### src/rtl/core/kplc_pkg.sv
// shared types and constants for the keypad pin lock controller
`timescale 1ns / 1ps

package kplc_pkg;

   localparam logic [7:0] KEY_NONE   = 8'h00;
   localparam logic [7:0] KEY_DELETE = 8'h2A;
   localparam logic [7:0] KEY_SUBMIT = 8'h23;
   localparam logic [7:0] KEY_CHANGE = 8'h2F;

   localparam logic [7:0] PIN_BASE = 8'h31;

   localparam logic [7:0] CSR_LOGIN_LIMIT  = 8'd0;
   localparam logic [7:0] CSR_UPDATE_LIMIT = 8'd1;

   localparam logic [1:0] LIMIT_RESET = 2'd3;

   typedef enum logic [2:0] {
      OP_NONE   = 3'd0,
      OP_DIGIT  = 3'd1,
      OP_DELETE = 3'd2,
      OP_SUBMIT = 3'd3,
      OP_CHANGE = 3'd4
   } op_type;

   typedef enum logic [1:0] {
      MODE_HOME    = 2'd0,
      MODE_VERIFY  = 2'd1,
      MODE_NEW     = 2'd2,
      MODE_CONFIRM = 2'd3
   } mode_type;

   typedef enum logic [3:0] {
      ST_NONE      = 4'd0,
      ST_CORRECT   = 4'd1,
      ST_WRONG     = 4'd2,
      ST_LOCKOUT   = 4'd3,
      ST_VERIFIED  = 4'd4,
      ST_NEW_TAKEN = 4'd5,
      ST_WEAK      = 4'd6,
      ST_DIFFERENT = 4'd7,
      ST_UPDATED   = 4'd8,
      ST_UPD_FAIL  = 4'd9
   } status_type;

   typedef struct packed {
      op_type      op;
      logic [7:0]  key;
   } cmd_type;

endpackage

### src/rtl/core/kplc_if.sv
// channel interfaces for key input, result output and register writes
`timescale 1ns / 1ps

interface kplc_req_if;
   logic       valid;
   logic       ready;
   logic [7:0] key;

   modport source (output valid, output key, input ready);
   modport sink (input valid, input key, output ready);
endinterface

interface kplc_rsp_if #(parameter int CNT_W = 3);
   logic             valid;
   logic             ready;
   logic [3:0]       status;
   logic [1:0]       mode;
   logic [CNT_W-1:0] digits_entered;
   logic [1:0]       failed_logins;

   modport source (output valid, output status, output mode, output digits_entered,
                   output failed_logins, input ready);
   modport sink (input valid, input status, input mode, input digits_entered,
                 input failed_logins, output ready);
endinterface

interface kplc_csr_if;
   logic       valid;
   logic       ready;
   logic [7:0] index;
   logic [7:0] data;

   modport source (output valid, output index, output data, input ready);
   modport sink (input valid, input index, input data, output ready);
endinterface

### src/rtl/core/kplc_front.sv
// key intake: classifies each key code into a command
`timescale 1ns / 1ps

module kplc_front import kplc_pkg::*; (
   kplc_req_if.sink  req_ch,
   output logic      push_valid,
   output cmd_type   push_cmd,
   input  logic      push_ready
);

   op_type op;

   always_comb begin
      case (req_ch.key)
         KEY_NONE:   op = OP_NONE;
         KEY_DELETE: op = OP_DELETE;
         KEY_SUBMIT: op = OP_SUBMIT;
         KEY_CHANGE: op = OP_CHANGE;
         default:    op = OP_DIGIT;
      endcase
   end

   assign push_valid   = req_ch.valid;
   assign push_cmd.op  = op;
   assign push_cmd.key = req_ch.key;
   assign req_ch.ready = push_ready;

endmodule

### src/rtl/core/kplc_queue.sv
// two-entry command queue between intake and execution
`timescale 1ns / 1ps

module kplc_queue import kplc_pkg::*; (
   input  logic    clock,
   input  logic    reset,
   input  logic    push_valid,
   input  cmd_type push_cmd,
   output logic    push_ready,
   output logic    pop_valid,
   output cmd_type pop_cmd,
   input  logic    pop_ready
);

   cmd_type    slot_ff [2];
   logic       wr_ptr_ff, wr_ptr_in;
   logic       rd_ptr_ff, rd_ptr_in;
   logic [1:0] count_ff, count_in;
   logic       push, pop;

   assign push_ready = (count_ff != 2'd2);
   assign pop_valid  = (count_ff != 2'd0);
   assign pop_cmd    = slot_ff[rd_ptr_ff];
   assign push       = push_valid && push_ready;
   assign pop        = pop_valid && pop_ready;

   always_comb begin
      wr_ptr_in = push ? ~wr_ptr_ff : wr_ptr_ff;
      rd_ptr_in = pop ? ~rd_ptr_ff : rd_ptr_ff;
      count_in  = count_ff;
      if (push && !pop) begin
         count_in = count_ff + 2'd1;
      end else if (pop && !push) begin
         count_in = count_ff - 2'd1;
      end
   end

   always_ff @(posedge clock) begin
      if (reset) begin
         wr_ptr_ff <= 1'b0;
         rd_ptr_ff <= 1'b0;
         count_ff  <= 2'd0;
      end else begin
         wr_ptr_ff <= wr_ptr_in;
         rd_ptr_ff <= rd_ptr_in;
         count_ff  <= count_in;
      end
   end

   always_ff @(posedge clock) begin
      if (push) begin
         slot_ff[wr_ptr_ff] <= push_cmd;
      end
   end

endmodule

### src/rtl/core/kplc_back.sv
// command execution: entry buffers, pin compare, failure counters, result register
`timescale 1ns / 1ps

module kplc_back import kplc_pkg::*; #(
   parameter int PIN_DIGITS = 4
) (
   input  logic        clock,
   input  logic        reset,
   input  logic        cmd_valid,
   input  cmd_type     cmd,
   output logic        cmd_ready,
   kplc_csr_if.sink    csr_ch,
   kplc_rsp_if.source  rsp_ch
);

   localparam int CNT_W = $clog2(PIN_DIGITS + 1);
   localparam logic [CNT_W-1:0] CNT_FULL = CNT_W'(PIN_DIGITS);

   typedef logic [7:0] pin_type [PIN_DIGITS];

   mode_type         mode_ff, mode_in;
   pin_type          entry_ff, entry_in;
   pin_type          new_ff, new_in;
   pin_type          confirm_ff, confirm_in;
   pin_type          stored_ff, stored_in;
   logic [CNT_W-1:0] count_ff, count_in;
   logic [1:0]       login_fail_ff, login_fail_in;
   logic [1:0]       update_fail_ff, update_fail_in;
   logic [1:0]       login_limit_ff, update_limit_ff;
   status_type       status_ff, status_in;
   logic             rsp_valid_ff;

   pin_type    act, shift_dig, shift_del;
   logic       entry_match, new_weak, new_same;
   logic [1:0] login_next, update_next, login_lim, update_lim;
   logic       pop;

   assign cmd_ready = !rsp_valid_ff || rsp_ch.ready;
   assign pop       = cmd_valid && cmd_ready;

   always_comb begin
      case (mode_ff)
         MODE_NEW:     act = new_ff;
         MODE_CONFIRM: act = confirm_ff;
         default:      act = entry_ff;
      endcase
      for (int i = 0; i < PIN_DIGITS - 1; i++) begin
         shift_dig[i] = act[i + 1];
      end
      shift_dig[PIN_DIGITS - 1] = cmd.key;
      shift_del[0] = 8'h00;
      for (int i = 1; i < PIN_DIGITS; i++) begin
         shift_del[i] = act[i - 1];
      end
      entry_match = 1'b1;
      new_weak    = 1'b0;
      new_same    = 1'b1;
      for (int i = 0; i < PIN_DIGITS; i++) begin
         if (entry_ff[i] != stored_ff[i]) entry_match = 1'b0;
         if (new_ff[i] == 8'h00) new_weak = 1'b1;
         if (new_ff[i] != confirm_ff[i]) new_same = 1'b0;
      end
   end

   assign login_next  = login_fail_ff + 2'd1;
   assign update_next = update_fail_ff + 2'd1;
   assign login_lim   = (login_limit_ff == 2'd0) ? 2'd1 : login_limit_ff;
   assign update_lim  = (update_limit_ff == 2'd0) ? 2'd1 : update_limit_ff;

   always_comb begin
      mode_in        = mode_ff;
      entry_in       = entry_ff;
      new_in         = new_ff;
      confirm_in     = confirm_ff;
      stored_in      = stored_ff;
      count_in       = count_ff;
      login_fail_in  = login_fail_ff;
      update_fail_in = update_fail_ff;
      status_in      = ST_NONE;
      case (cmd.op)
         OP_DIGIT: begin
            case (mode_ff)
               MODE_NEW:     new_in = shift_dig;
               MODE_CONFIRM: confirm_in = shift_dig;
               default:      entry_in = shift_dig;
            endcase
            if (count_ff < CNT_FULL) count_in = count_ff + CNT_W'(1);
         end
         OP_DELETE: begin
            if (count_ff != '0) begin
               case (mode_ff)
                  MODE_NEW:     new_in = shift_del;
                  MODE_CONFIRM: confirm_in = shift_del;
                  default:      entry_in = shift_del;
               endcase
               count_in = count_ff - CNT_W'(1);
            end
         end
         OP_SUBMIT: begin
            case (mode_ff)
               MODE_NEW: begin
                  count_in  = '0;
                  mode_in   = MODE_CONFIRM;
                  status_in = ST_NEW_TAKEN;
               end
               MODE_CONFIRM: begin
                  new_in     = '{default: 8'h00};
                  confirm_in = '{default: 8'h00};
                  count_in   = '0;
                  if (!new_weak && new_same) begin
                     stored_in      = confirm_ff;
                     update_fail_in = 2'd0;
                     mode_in        = MODE_HOME;
                     status_in      = ST_UPDATED;
                  end else if (update_next >= update_lim) begin
                     update_fail_in = 2'd0;
                     mode_in        = MODE_HOME;
                     status_in      = ST_UPD_FAIL;
                  end else begin
                     update_fail_in = update_next;
                     mode_in        = MODE_NEW;
                     status_in      = new_weak ? ST_WEAK : ST_DIFFERENT;
                  end
               end
               default: begin
                  entry_in = '{default: 8'h00};
                  count_in = '0;
                  if (entry_match) begin
                     login_fail_in = 2'd0;
                     if (mode_ff == MODE_VERIFY) begin
                        mode_in   = MODE_NEW;
                        status_in = ST_VERIFIED;
                     end else begin
                        status_in = ST_CORRECT;
                     end
                  end else if (login_next >= login_lim) begin
                     login_fail_in = 2'd0;
                     mode_in       = MODE_HOME;
                     status_in     = ST_LOCKOUT;
                  end else begin
                     login_fail_in = login_next;
                     status_in     = ST_WRONG;
                  end
               end
            endcase
         end
         OP_CHANGE: begin
            if (mode_ff == MODE_HOME) begin
               entry_in = '{default: 8'h00};
               count_in = '0;
               mode_in  = MODE_VERIFY;
            end
         end
         default: begin
         end
      endcase
   end

   always_ff @(posedge clock) begin
      if (reset) begin
         mode_ff        <= MODE_HOME;
         entry_ff       <= '{default: 8'h00};
         new_ff         <= '{default: 8'h00};
         confirm_ff     <= '{default: 8'h00};
         for (int i = 0; i < PIN_DIGITS; i++) begin
            stored_ff[i] <= PIN_BASE + 8'(i);
         end
         count_ff       <= '0;
         login_fail_ff  <= 2'd0;
         update_fail_ff <= 2'd0;
         rsp_valid_ff   <= 1'b0;
         status_ff      <= ST_NONE;
      end else begin
         if (pop) begin
            mode_ff        <= mode_in;
            entry_ff       <= entry_in;
            new_ff         <= new_in;
            confirm_ff     <= confirm_in;
            stored_ff      <= stored_in;
            count_ff       <= count_in;
            login_fail_ff  <= login_fail_in;
            update_fail_ff <= update_fail_in;
            status_ff      <= status_in;
            rsp_valid_ff   <= 1'b1;
         end else if (rsp_ch.ready) begin
            rsp_valid_ff   <= 1'b0;
         end
      end
   end

   // limit registers
   assign csr_ch.ready = 1'b1;

   always_ff @(posedge clock) begin
      if (reset) begin
         login_limit_ff  <= LIMIT_RESET;
         update_limit_ff <= LIMIT_RESET;
      end else if (csr_ch.valid) begin
         case (csr_ch.index)
            CSR_LOGIN_LIMIT:  login_limit_ff <= csr_ch.data[1:0];
            CSR_UPDATE_LIMIT: update_limit_ff <= csr_ch.data[1:0];
            default: begin
            end
         endcase
      end
   end

   // state registers only move on a transfer, so they equal the held result
   assign rsp_ch.valid          = rsp_valid_ff;
   assign rsp_ch.status         = status_ff;
   assign rsp_ch.mode           = mode_ff;
   assign rsp_ch.digits_entered = count_ff;
   assign rsp_ch.failed_logins  = login_fail_ff;

endmodule

### src/rtl/core/keypad_pin_lock_controller_unit.sv
// top level of the keypad pin lock controller
//
//  channel  dir  handshake              payload
//  req_ch   in   valid/ready            key
//  rsp_ch   out  valid/ready            status, mode, digits_entered, failed_logins
//  csr_ch   in   valid/ready (ready=1)  index, data
//
// one key per cycle sustained while rsp_ch is ready; after its transfer a key is
// classified into the two-entry queue, then executed into the result register.
// synchronous active-high reset restores the default pin and limits of three.
// a stalled result holds the executor; the queue absorbs keys until it is full.
`timescale 1ns / 1ps

module keypad_pin_lock_controller_unit import kplc_pkg::*; #(
   parameter int PIN_DIGITS = 4
) (
   input  logic        clock,
   input  logic        reset,
   kplc_req_if.sink    req_ch,
   kplc_rsp_if.source  rsp_ch,
   kplc_csr_if.sink    csr_ch
);

   logic    push_valid, push_ready;
   cmd_type push_cmd;
   logic    pop_valid, pop_ready;
   cmd_type pop_cmd;

   kplc_front u_front (
      .req_ch     (req_ch),
      .push_valid (push_valid),
      .push_cmd   (push_cmd),
      .push_ready (push_ready)
   );

   kplc_queue u_queue (
      .clock      (clock),
      .reset      (reset),
      .push_valid (push_valid),
      .push_cmd   (push_cmd),
      .push_ready (push_ready),
      .pop_valid  (pop_valid),
      .pop_cmd    (pop_cmd),
      .pop_ready  (pop_ready)
   );

   kplc_back #(
      .PIN_DIGITS (PIN_DIGITS)
   ) u_back (
      .clock     (clock),
      .reset     (reset),
      .cmd_valid (pop_valid),
      .cmd       (pop_cmd),
      .cmd_ready (pop_ready),
      .csr_ch    (csr_ch),
      .rsp_ch    (rsp_ch)
   );

endmodule

### src/flat_wrapper.sv
// flat-port wrapper written by rule: the top's interface ports become plain ports
module keypad_pin_lock_controller_unit_flat import kplc_pkg::*;
#(
   parameter int PIN_DIGITS = 4
)
  (clock, reset, req_ch_valid, req_ch_key, req_ch_ready, rsp_ch_valid, rsp_ch_status, rsp_ch_mode, rsp_ch_digits_entered, rsp_ch_failed_logins, rsp_ch_ready, csr_ch_valid, csr_ch_index, csr_ch_data, csr_ch_ready);
  kplc_req_if req_ch_i ();
  kplc_rsp_if #(.CNT_W(3)) rsp_ch_i ();
  kplc_csr_if csr_ch_i ();
  input  logic clock;
  input  logic reset;
  input wire logic [$bits(req_ch_i.valid)-1:0] req_ch_valid;
  input wire logic [$bits(req_ch_i.key)-1:0] req_ch_key;
  output wire logic [$bits(req_ch_i.ready)-1:0] req_ch_ready;
  output wire logic [$bits(rsp_ch_i.valid)-1:0] rsp_ch_valid;
  output wire logic [$bits(rsp_ch_i.status)-1:0] rsp_ch_status;
  output wire logic [$bits(rsp_ch_i.mode)-1:0] rsp_ch_mode;
  output wire logic [$bits(rsp_ch_i.digits_entered)-1:0] rsp_ch_digits_entered;
  output wire logic [$bits(rsp_ch_i.failed_logins)-1:0] rsp_ch_failed_logins;
  input wire logic [$bits(rsp_ch_i.ready)-1:0] rsp_ch_ready;
  input wire logic [$bits(csr_ch_i.valid)-1:0] csr_ch_valid;
  input wire logic [$bits(csr_ch_i.index)-1:0] csr_ch_index;
  input wire logic [$bits(csr_ch_i.data)-1:0] csr_ch_data;
  output wire logic [$bits(csr_ch_i.ready)-1:0] csr_ch_ready;
  assign req_ch_i.valid = req_ch_valid;
  assign req_ch_i.key = req_ch_key;
  assign req_ch_ready = req_ch_i.ready;
  assign rsp_ch_valid = rsp_ch_i.valid;
  assign rsp_ch_status = rsp_ch_i.status;
  assign rsp_ch_mode = rsp_ch_i.mode;
  assign rsp_ch_digits_entered = rsp_ch_i.digits_entered;
  assign rsp_ch_failed_logins = rsp_ch_i.failed_logins;
  assign rsp_ch_i.ready = rsp_ch_ready;
  assign csr_ch_i.valid = csr_ch_valid;
  assign csr_ch_i.index = csr_ch_index;
  assign csr_ch_i.data = csr_ch_data;
  assign csr_ch_ready = csr_ch_i.ready;
  keypad_pin_lock_controller_unit #(.PIN_DIGITS(PIN_DIGITS)) u_core (.clock(clock), .reset(reset), .req_ch(req_ch_i), .rsp_ch(rsp_ch_i), .csr_ch(csr_ch_i));
endmodule
### config.mk
export PLATFORM = sky130hd
export DESIGN_NAME = keypad_pin_lock_controller_unit_flat
export DESIGN_NICKNAME = d
export VERILOG_FILES = /design/src/rtl/core/kplc_pkg.sv /design/src/rtl/core/kplc_if.sv /design/src/rtl/core/kplc_front.sv /design/src/rtl/core/kplc_queue.sv /design/src/rtl/core/kplc_back.sv /design/src/rtl/core/keypad_pin_lock_controller_unit.sv /design/src/flat_wrapper.sv
export SDC_FILE = /design/constraint.sdc
export NUM_CORES = 1
export LEC_CHECK = 0
export BUFFER_PORTS_ARGS = -buffer_cell sky130_fd_sc_hd__buf_2
export CORE_ASPECT_RATIO = 1.5
export CORE_MARGIN = 4
export CORE_UTILIZATION = 40
export CTS_CLUSTER_DIAMETER = 30
export CTS_CLUSTER_SIZE = 30
export DETAILED_ROUTE_END_ITERATION = 10
export GPL_ROUTABILITY_DRIVEN = 0
export MAX_ROUTING_LAYER = met4
export PLACE_DENSITY = 0.56
export SETUP_SLACK_MARGIN = 0.3
export SYNTH_ARGS = -nofsm -noshare
export SYNTH_HDL_FRONTEND = slang
export SYNTH_SLANG_ARGS = --single-unit
export TNS_END_PERCENT = 10
### constraint.sdc
create_clock -name clock -period 6.08 [get_ports clock]
set_clock_uncertainty 0.1 [all_clocks]
set_input_delay 0.608 -clock clock [delete_from_list [all_inputs] [get_ports clock]]
set_output_delay 0.608 -clock clock [all_outputs]
set_load 0.02 [all_outputs]
==> After elaboration in Yosys (flattened, before gate mapping) <==
Memories as Yosys holds them, arrays and structs flattened. A register that Yosys moved wholly into a read port is not among the register bits.
Cells that the tools add are included.
{ "totals": {"register_bits": 150, "ram_bits": 22, "input_bits": 29, "output_inout_bits": 14, "n_memories": 1} }
{ "op_classes": {"addsub": 6, "magnitude_cmp": 3, "n_eq_ne": 33, "muxes": 63, "n_bitwise": 3, "reduce_logical": 37} }
{ "mem_list": {"columns": ["name", "words", "width", "read_ports", "rd_ports_with_merged_regs", "write_ports", "line_no", "rtl"], "rows": [
  ["u_core.u_queue.slot_ff", 2, 11, 1, 1, 1, "kplc_queue.sv:15", "cmd_type slot_ff [2];"]
]} }
{ "ops": {"columns": ["operator", "n"], "rows": [
  ["2-to-1 mux 32 bit", 12],
  ["case mux 32 bit (3 select lines)", 2],
  ["case mux 32 bit (4 select lines)", 1],
  ["!= test 8 bit", 8],
  ["case mux 32 bit (2 select lines)", 1],
  ["zero test 8 bit", 6],
  ["2-to-1 mux 2 bit", 14],
  ["equality test 8 x 6 -> 1 bit (second input constant)", 3],
  ["!= test 2 bit (second input constant)", 12],
  ["case mux 3 bit (4 select lines)", 2],
  ["2-to-1 mux 1 bit", 20],
  ["2-to-1 mux 4 bit", 4],
  ["2-to-1 mux 3 bit", 4],
  ["AND reduction 6 bit", 2],
  ["!= test 5 bit (second input constant)", 2],
  ["AND reduction 5 bit", 2],
  ["equality test 8 x 1 -> 1 bit (second input constant)", 1],
  ["case mux 2 bit (2 select lines)", 2],
  ["case mux 4 bit (2 select lines)", 1],
  ["nonzero test 2 bit", 4],
  ["AND reduction 7 bit", 1],
  ["adder 2 x 1 -> 2 bit (second input constant)", 3],
  ["equality test 3 x 2 -> 1 bit (second input constant)", 2],
  ["zero test 2 bit", 3],
  ["other kinds (19)", 33]
]} }

==> Depth between registers and ports, before layout <==
{ "logic_depth": {"depth_word": 10, "mapped_depth": 11, "depth_no_buf": 9} }

==> Hierarchy <==
Synthesis repeated with hierarchy kept, for this count alone.
{ "hier_totals": {"cells_unflattened": 939, "area_unflattened_um2": 8550.7} }
{ "modules_own_cells": {"columns": ["mod", "instances", "cells_each", "area_each_um2", "seq_area_each_um2"], "rows": [
  ["kplc_back", 1, 859, 7399.6, 2922.8],
  ["kplc_queue", 1, 58, 1012.2, 760.7],
  ["kplc_front", 1, 22, 138.9, 0.0]
]} }

==> Least setup slack after synthesis <==
No wires, ideal clock.
{ "synth_path": {"kind": "register -> register", "startpoint": "register with a tool-made name", "endpoint": "register u_core.u_back.stored_ff[12] (netlist name)", "arrival_ps": 2119, "slack_ps": 3731, "path_stages_with_launch": 9, "path_buffers": 2, "synth_period_minus_slack_ps": 2349, "cell_sequence": "dfxtp_1 > buf_6 > or3b_4 > a21oi_4 > nand3_2 > nor4_4 > buf_6 > mux2i_1 > nand2_1"} }
{ "synth_rtl": {"columns": ["element", "line_no", "rtl"], "rows": [
  ["end signal, assigned by index", "kplc_back.sv:166", "stored_ff[i] <= PIN_BASE + 8'(i);"],
  ["end signal, assigned", "kplc_back.sv:179", "stored_ff <= stored_in;"],
  ["end, declared", "kplc_back.sv:25", "pin_type stored_ff, stored_in;"]
]} }

==> flow_summary.toml <==
[logic_synthesis]
ys.flop_type = "dfxtp_1"
netlist_instances = 936
synth-simple-area-share = 0.182
synth-compound-area-share = 0.133
syn_area_per_cell_sq_um = 9.06
synthArstFlopShare = 0
ys_top_cells_by_count = "151 x dfxtp_1, 149 x nor2_1, 93 x a21oi_1"
synth.area.top_cells = "dfxtp_1 36%, mux2i_1 10%, edfxtp_1 7.8%, xor2_1 7.2%, nor2_1 6.6%"
syn-cell-area_sq_um = 8480
ys_warn_count = 0
syn-num-nets = 971
synth.mux.area_fraction = 0.124
yosys.area.top_type = "dfxtp_1"
synth_top_area_frac = 0.356
synthXorXnorAreaFrac = 0.0754
ys_ff_latch = 173
seq_area_frac_synth = 0.434
synth_cell_types = 56
synthAdderAreaFrac = 0.00973
synth_top_family_by_area = "simple AND/OR/NAND/NOR gates"
yosysMostFrequentCell = "dfxtp_1"
synth_edf_count = 22

[route]
drtPass1Iterations = 5
via_count = 6626
routed_wl_um = 22900
wl_per_cell_um = 18.7
drtAntennaViolNets = 0
drt_iter0_drc = 402
drc = 0
viasPerCell = 5.44

[setup_path]
worst-setup-path-type = "reg2reg"
crit_arrival_ps = 3650
cp_slowest_cell = "dfxtp_1"
path_cells = "mux2i_2, a21oi_4, nand3_2, nor4_4, buf_4, mux2i_1, nor2_1"
max_stage_delay_ps = 880
critPathLaunchType = "register"
worst-path-max-fanout = 27
reg2reg_to = "u_core.u_back.stored_ff[7]"
path_buf_inv = 1
endpoint_kind = "register"
rr_worst_depth = 7
r2r_setup_slack_ps = 2610
crit_required_ps = 6270
path_delay_family = "flip-flops"

[power]
p_leak_nw = 3.54
power.density_nw_per_um2 = 314
max-vdd-ir-drop_v = 0.000299

[run]
maxCapViolCount = 0

[cts]
postCtsHoldBufs = 0
clk_path_buf_depth = 2
post_cts_resized = 0
clock-root-buffer = "clkbuf_16"
htree_levels = 4
cts_tree = "yes"
numCtsBuffers = 17
postCtsSetupBuffers = 0
clk_latency_ps = 440
cts.sinks = 173
cts.clk_slew.worst_paths_ps = 60

[cells_and_area]
layout.nets = 973
diodes = 0
fillers = 2092
seqCellArea_sq_um = 3690
stdcell_area_sq_um = 9400
multi_input_area_sq_um = 4480
fin_util = 0.448
drive_gt1_frac = 0.118
syn2layout_area_growth_pct = 10.8

[global_routing]
antenna_found_initial = 0
grt_pass1_vias = 6583
grt_max_degree = 89
grt-ovfl-total = 0
grtUsageTotal = 0.203
grt_pass1_wl_um = 36700

[placement]
placed_area_sq_um = 8810
numPortBuffers = 35
dpl.hpwl_um = 15200

[min_path]
hold_end = "u_core.u_queue.slot_ff[0][6]"
hp-class = "in2reg"
holdPathStages = 1
hold_path_startpoint = "req_ch_key[6]"

[timing]
fin_setup_tns_ps = 0
worst_pin_slew_ps = 1040
relSlewSlack = 0.309
finalMaxSlewViolations = 0
finalSetupViolations = 0
period_needed_ps = 3470
rsz0062_at_grt = "false"
holdWs_ps = 274
max_freq_mhz = 288
fin_crit_sh = 0.570
hold_viol = 0

[die]
core_area_sq_um = 21000
row_count = 65
die_h_um = 186
die_x_um = 127
dieArea_sq_um = 23700
ios = 43
initial_utilization = 0.404

[status]
status = "finished clean"
==> per-layer routing <==
| metal | wire, um | vias up | global-route usage | share of wire |
|---|---|---|---|---|
| met5 | 0 | - | - | 0 |
| met4 | 872 | 0 | 0.0987 | 0.038 |
| met3 | 690 | 37 | 0.0335 | 0.030 |
| met2 | 11700 | 108 | 0.339 | 0.51 |
| met1 | 9620 | 3179 | 0.236 | 0.42 |
| li1 | - | 3302 | - | - |
==> cell usage in the layout (no fill, tap or decap), types with 4 or more instances in the layout <==
master       n
mux2_2      17
mux2i_1     85
o21ai_0     10
dfxtp_1    149
nand2_1     65
buf_2       34
a211oi_1    26
buf_4       10
inv_1       15
xor2_1      70
clkinv_2     4
a2bb2oi_1   16
edfxtp_1    22
nand2b_1    15
nand3_1      7
a21oi_1     93
nor4_1      27
clkbuf_16   18
nor3_1       4
nor2_1     147
nand4_1      7
ha_1         5
o22a_1       8
or3_1       35
==> logic make-up (layout without fill, tap and decap cells) <==
family | after synthesis | count (layout)
XOR/XNOR | 73 | 73
AO/OA/AOI/OAI | 176 | 176
multiplexers | 103 | 103
buffers and inverters | 77 | 92
adder cells (fa/ha/maj) | 6 | 6
flip-flops | 173 | 173
other | 1 | 1
AND/OR/NAND/NOR | 327 | 327
==> per-stage QoR <==
| stage | cells | setup slack (ps) | power [W] |
|---|---|---|---|
| after CTS | 1219 | 2560 | 0.00298 |
| final | 1219 | 2610 | 0.00295 |
| after floorplan | 936 | 3730 | 0.00173 |
| after global placement | 1187 | 2610 | 0.00190 |
| after detailed placement | 1187 | 2560 | 0.00190 |
| after global routing | 1219 | 2360 | 0.00309 |
==> registers in the layout (all words and copies together), names as in the netlist, named ones only <==
name	cells
u_core.u_back.confirm_ff	32
u_core.u_back.entry_ff	32
u_core.u_back.login_limit_ff	2
u_core.u_back.new_ff	32
u_core.u_back.rsp_ch.digits_entered	3
u_core.u_back.rsp_ch.failed_logins	2
u_core.u_back.rsp_ch.mode	2
u_core.u_back.rsp_ch.status	4
u_core.u_back.rsp_ch.valid	1
u_core.u_back.stored_ff	32
u_core.u_back.update_fail_ff	2
u_core.u_back.update_limit_ff	2
u_core.u_queue.count_ff	2
u_core.u_queue.rd_ptr_ff	1
u_core.u_queue.slot_ff	22
u_core.u_queue.wr_ptr_ff	1
==> power breakdown <==
part / switching (W) / internal [W] / total (W) / leakage, nW
Sequential: 0.0000680 / 0.00123 / 0.00129 / 1.42
Clock: 0.000475 / 0.000611 / 0.00109 / 0.288
Combinational: 0.000387 / 0.000185 / 0.000572 / 1.84
Total: 0.000930 / 0.00202 / 0.00295 / 3.54
==> how the worst max path moves through the flow <==
stage | cells past startpoint | startpoint | slack, ps | end
2_1_floorplan | 8 | register | 3730 | u_core.u_back.stored_ff[12]
3_3_place_gp | 7 | register | 2610 | u_core.u_back.stored_ff[1]
3_5_place_dp | 7 | register | 2560 | u_core.u_back.stored_ff[16]
4_1_cts | 7 | register | 2560 | u_core.u_back.stored_ff[16]
5_1_grt | 7 | register | 2360 | u_core.u_back.stored_ff[1]
6_report | 7 | register | 2610 | u_core.u_back.stored_ff[7]
==> final cells by class <==
| cell class | instances | area share |
|---|---|---|
| clock buffer | 20 | 0.0509 |
| clock inverter | 12 | 0.0116 |
| inverter | 16 | 0.00639 |
| multi-input combinational | 686 | 0.477 |
| timing repair buffer | 44 | 0.0261 |
| tap | 268 | 0.0357 |
| sequential | 173 | 0.392 |
No activity file was read; power rests on OpenSTA's default activity.
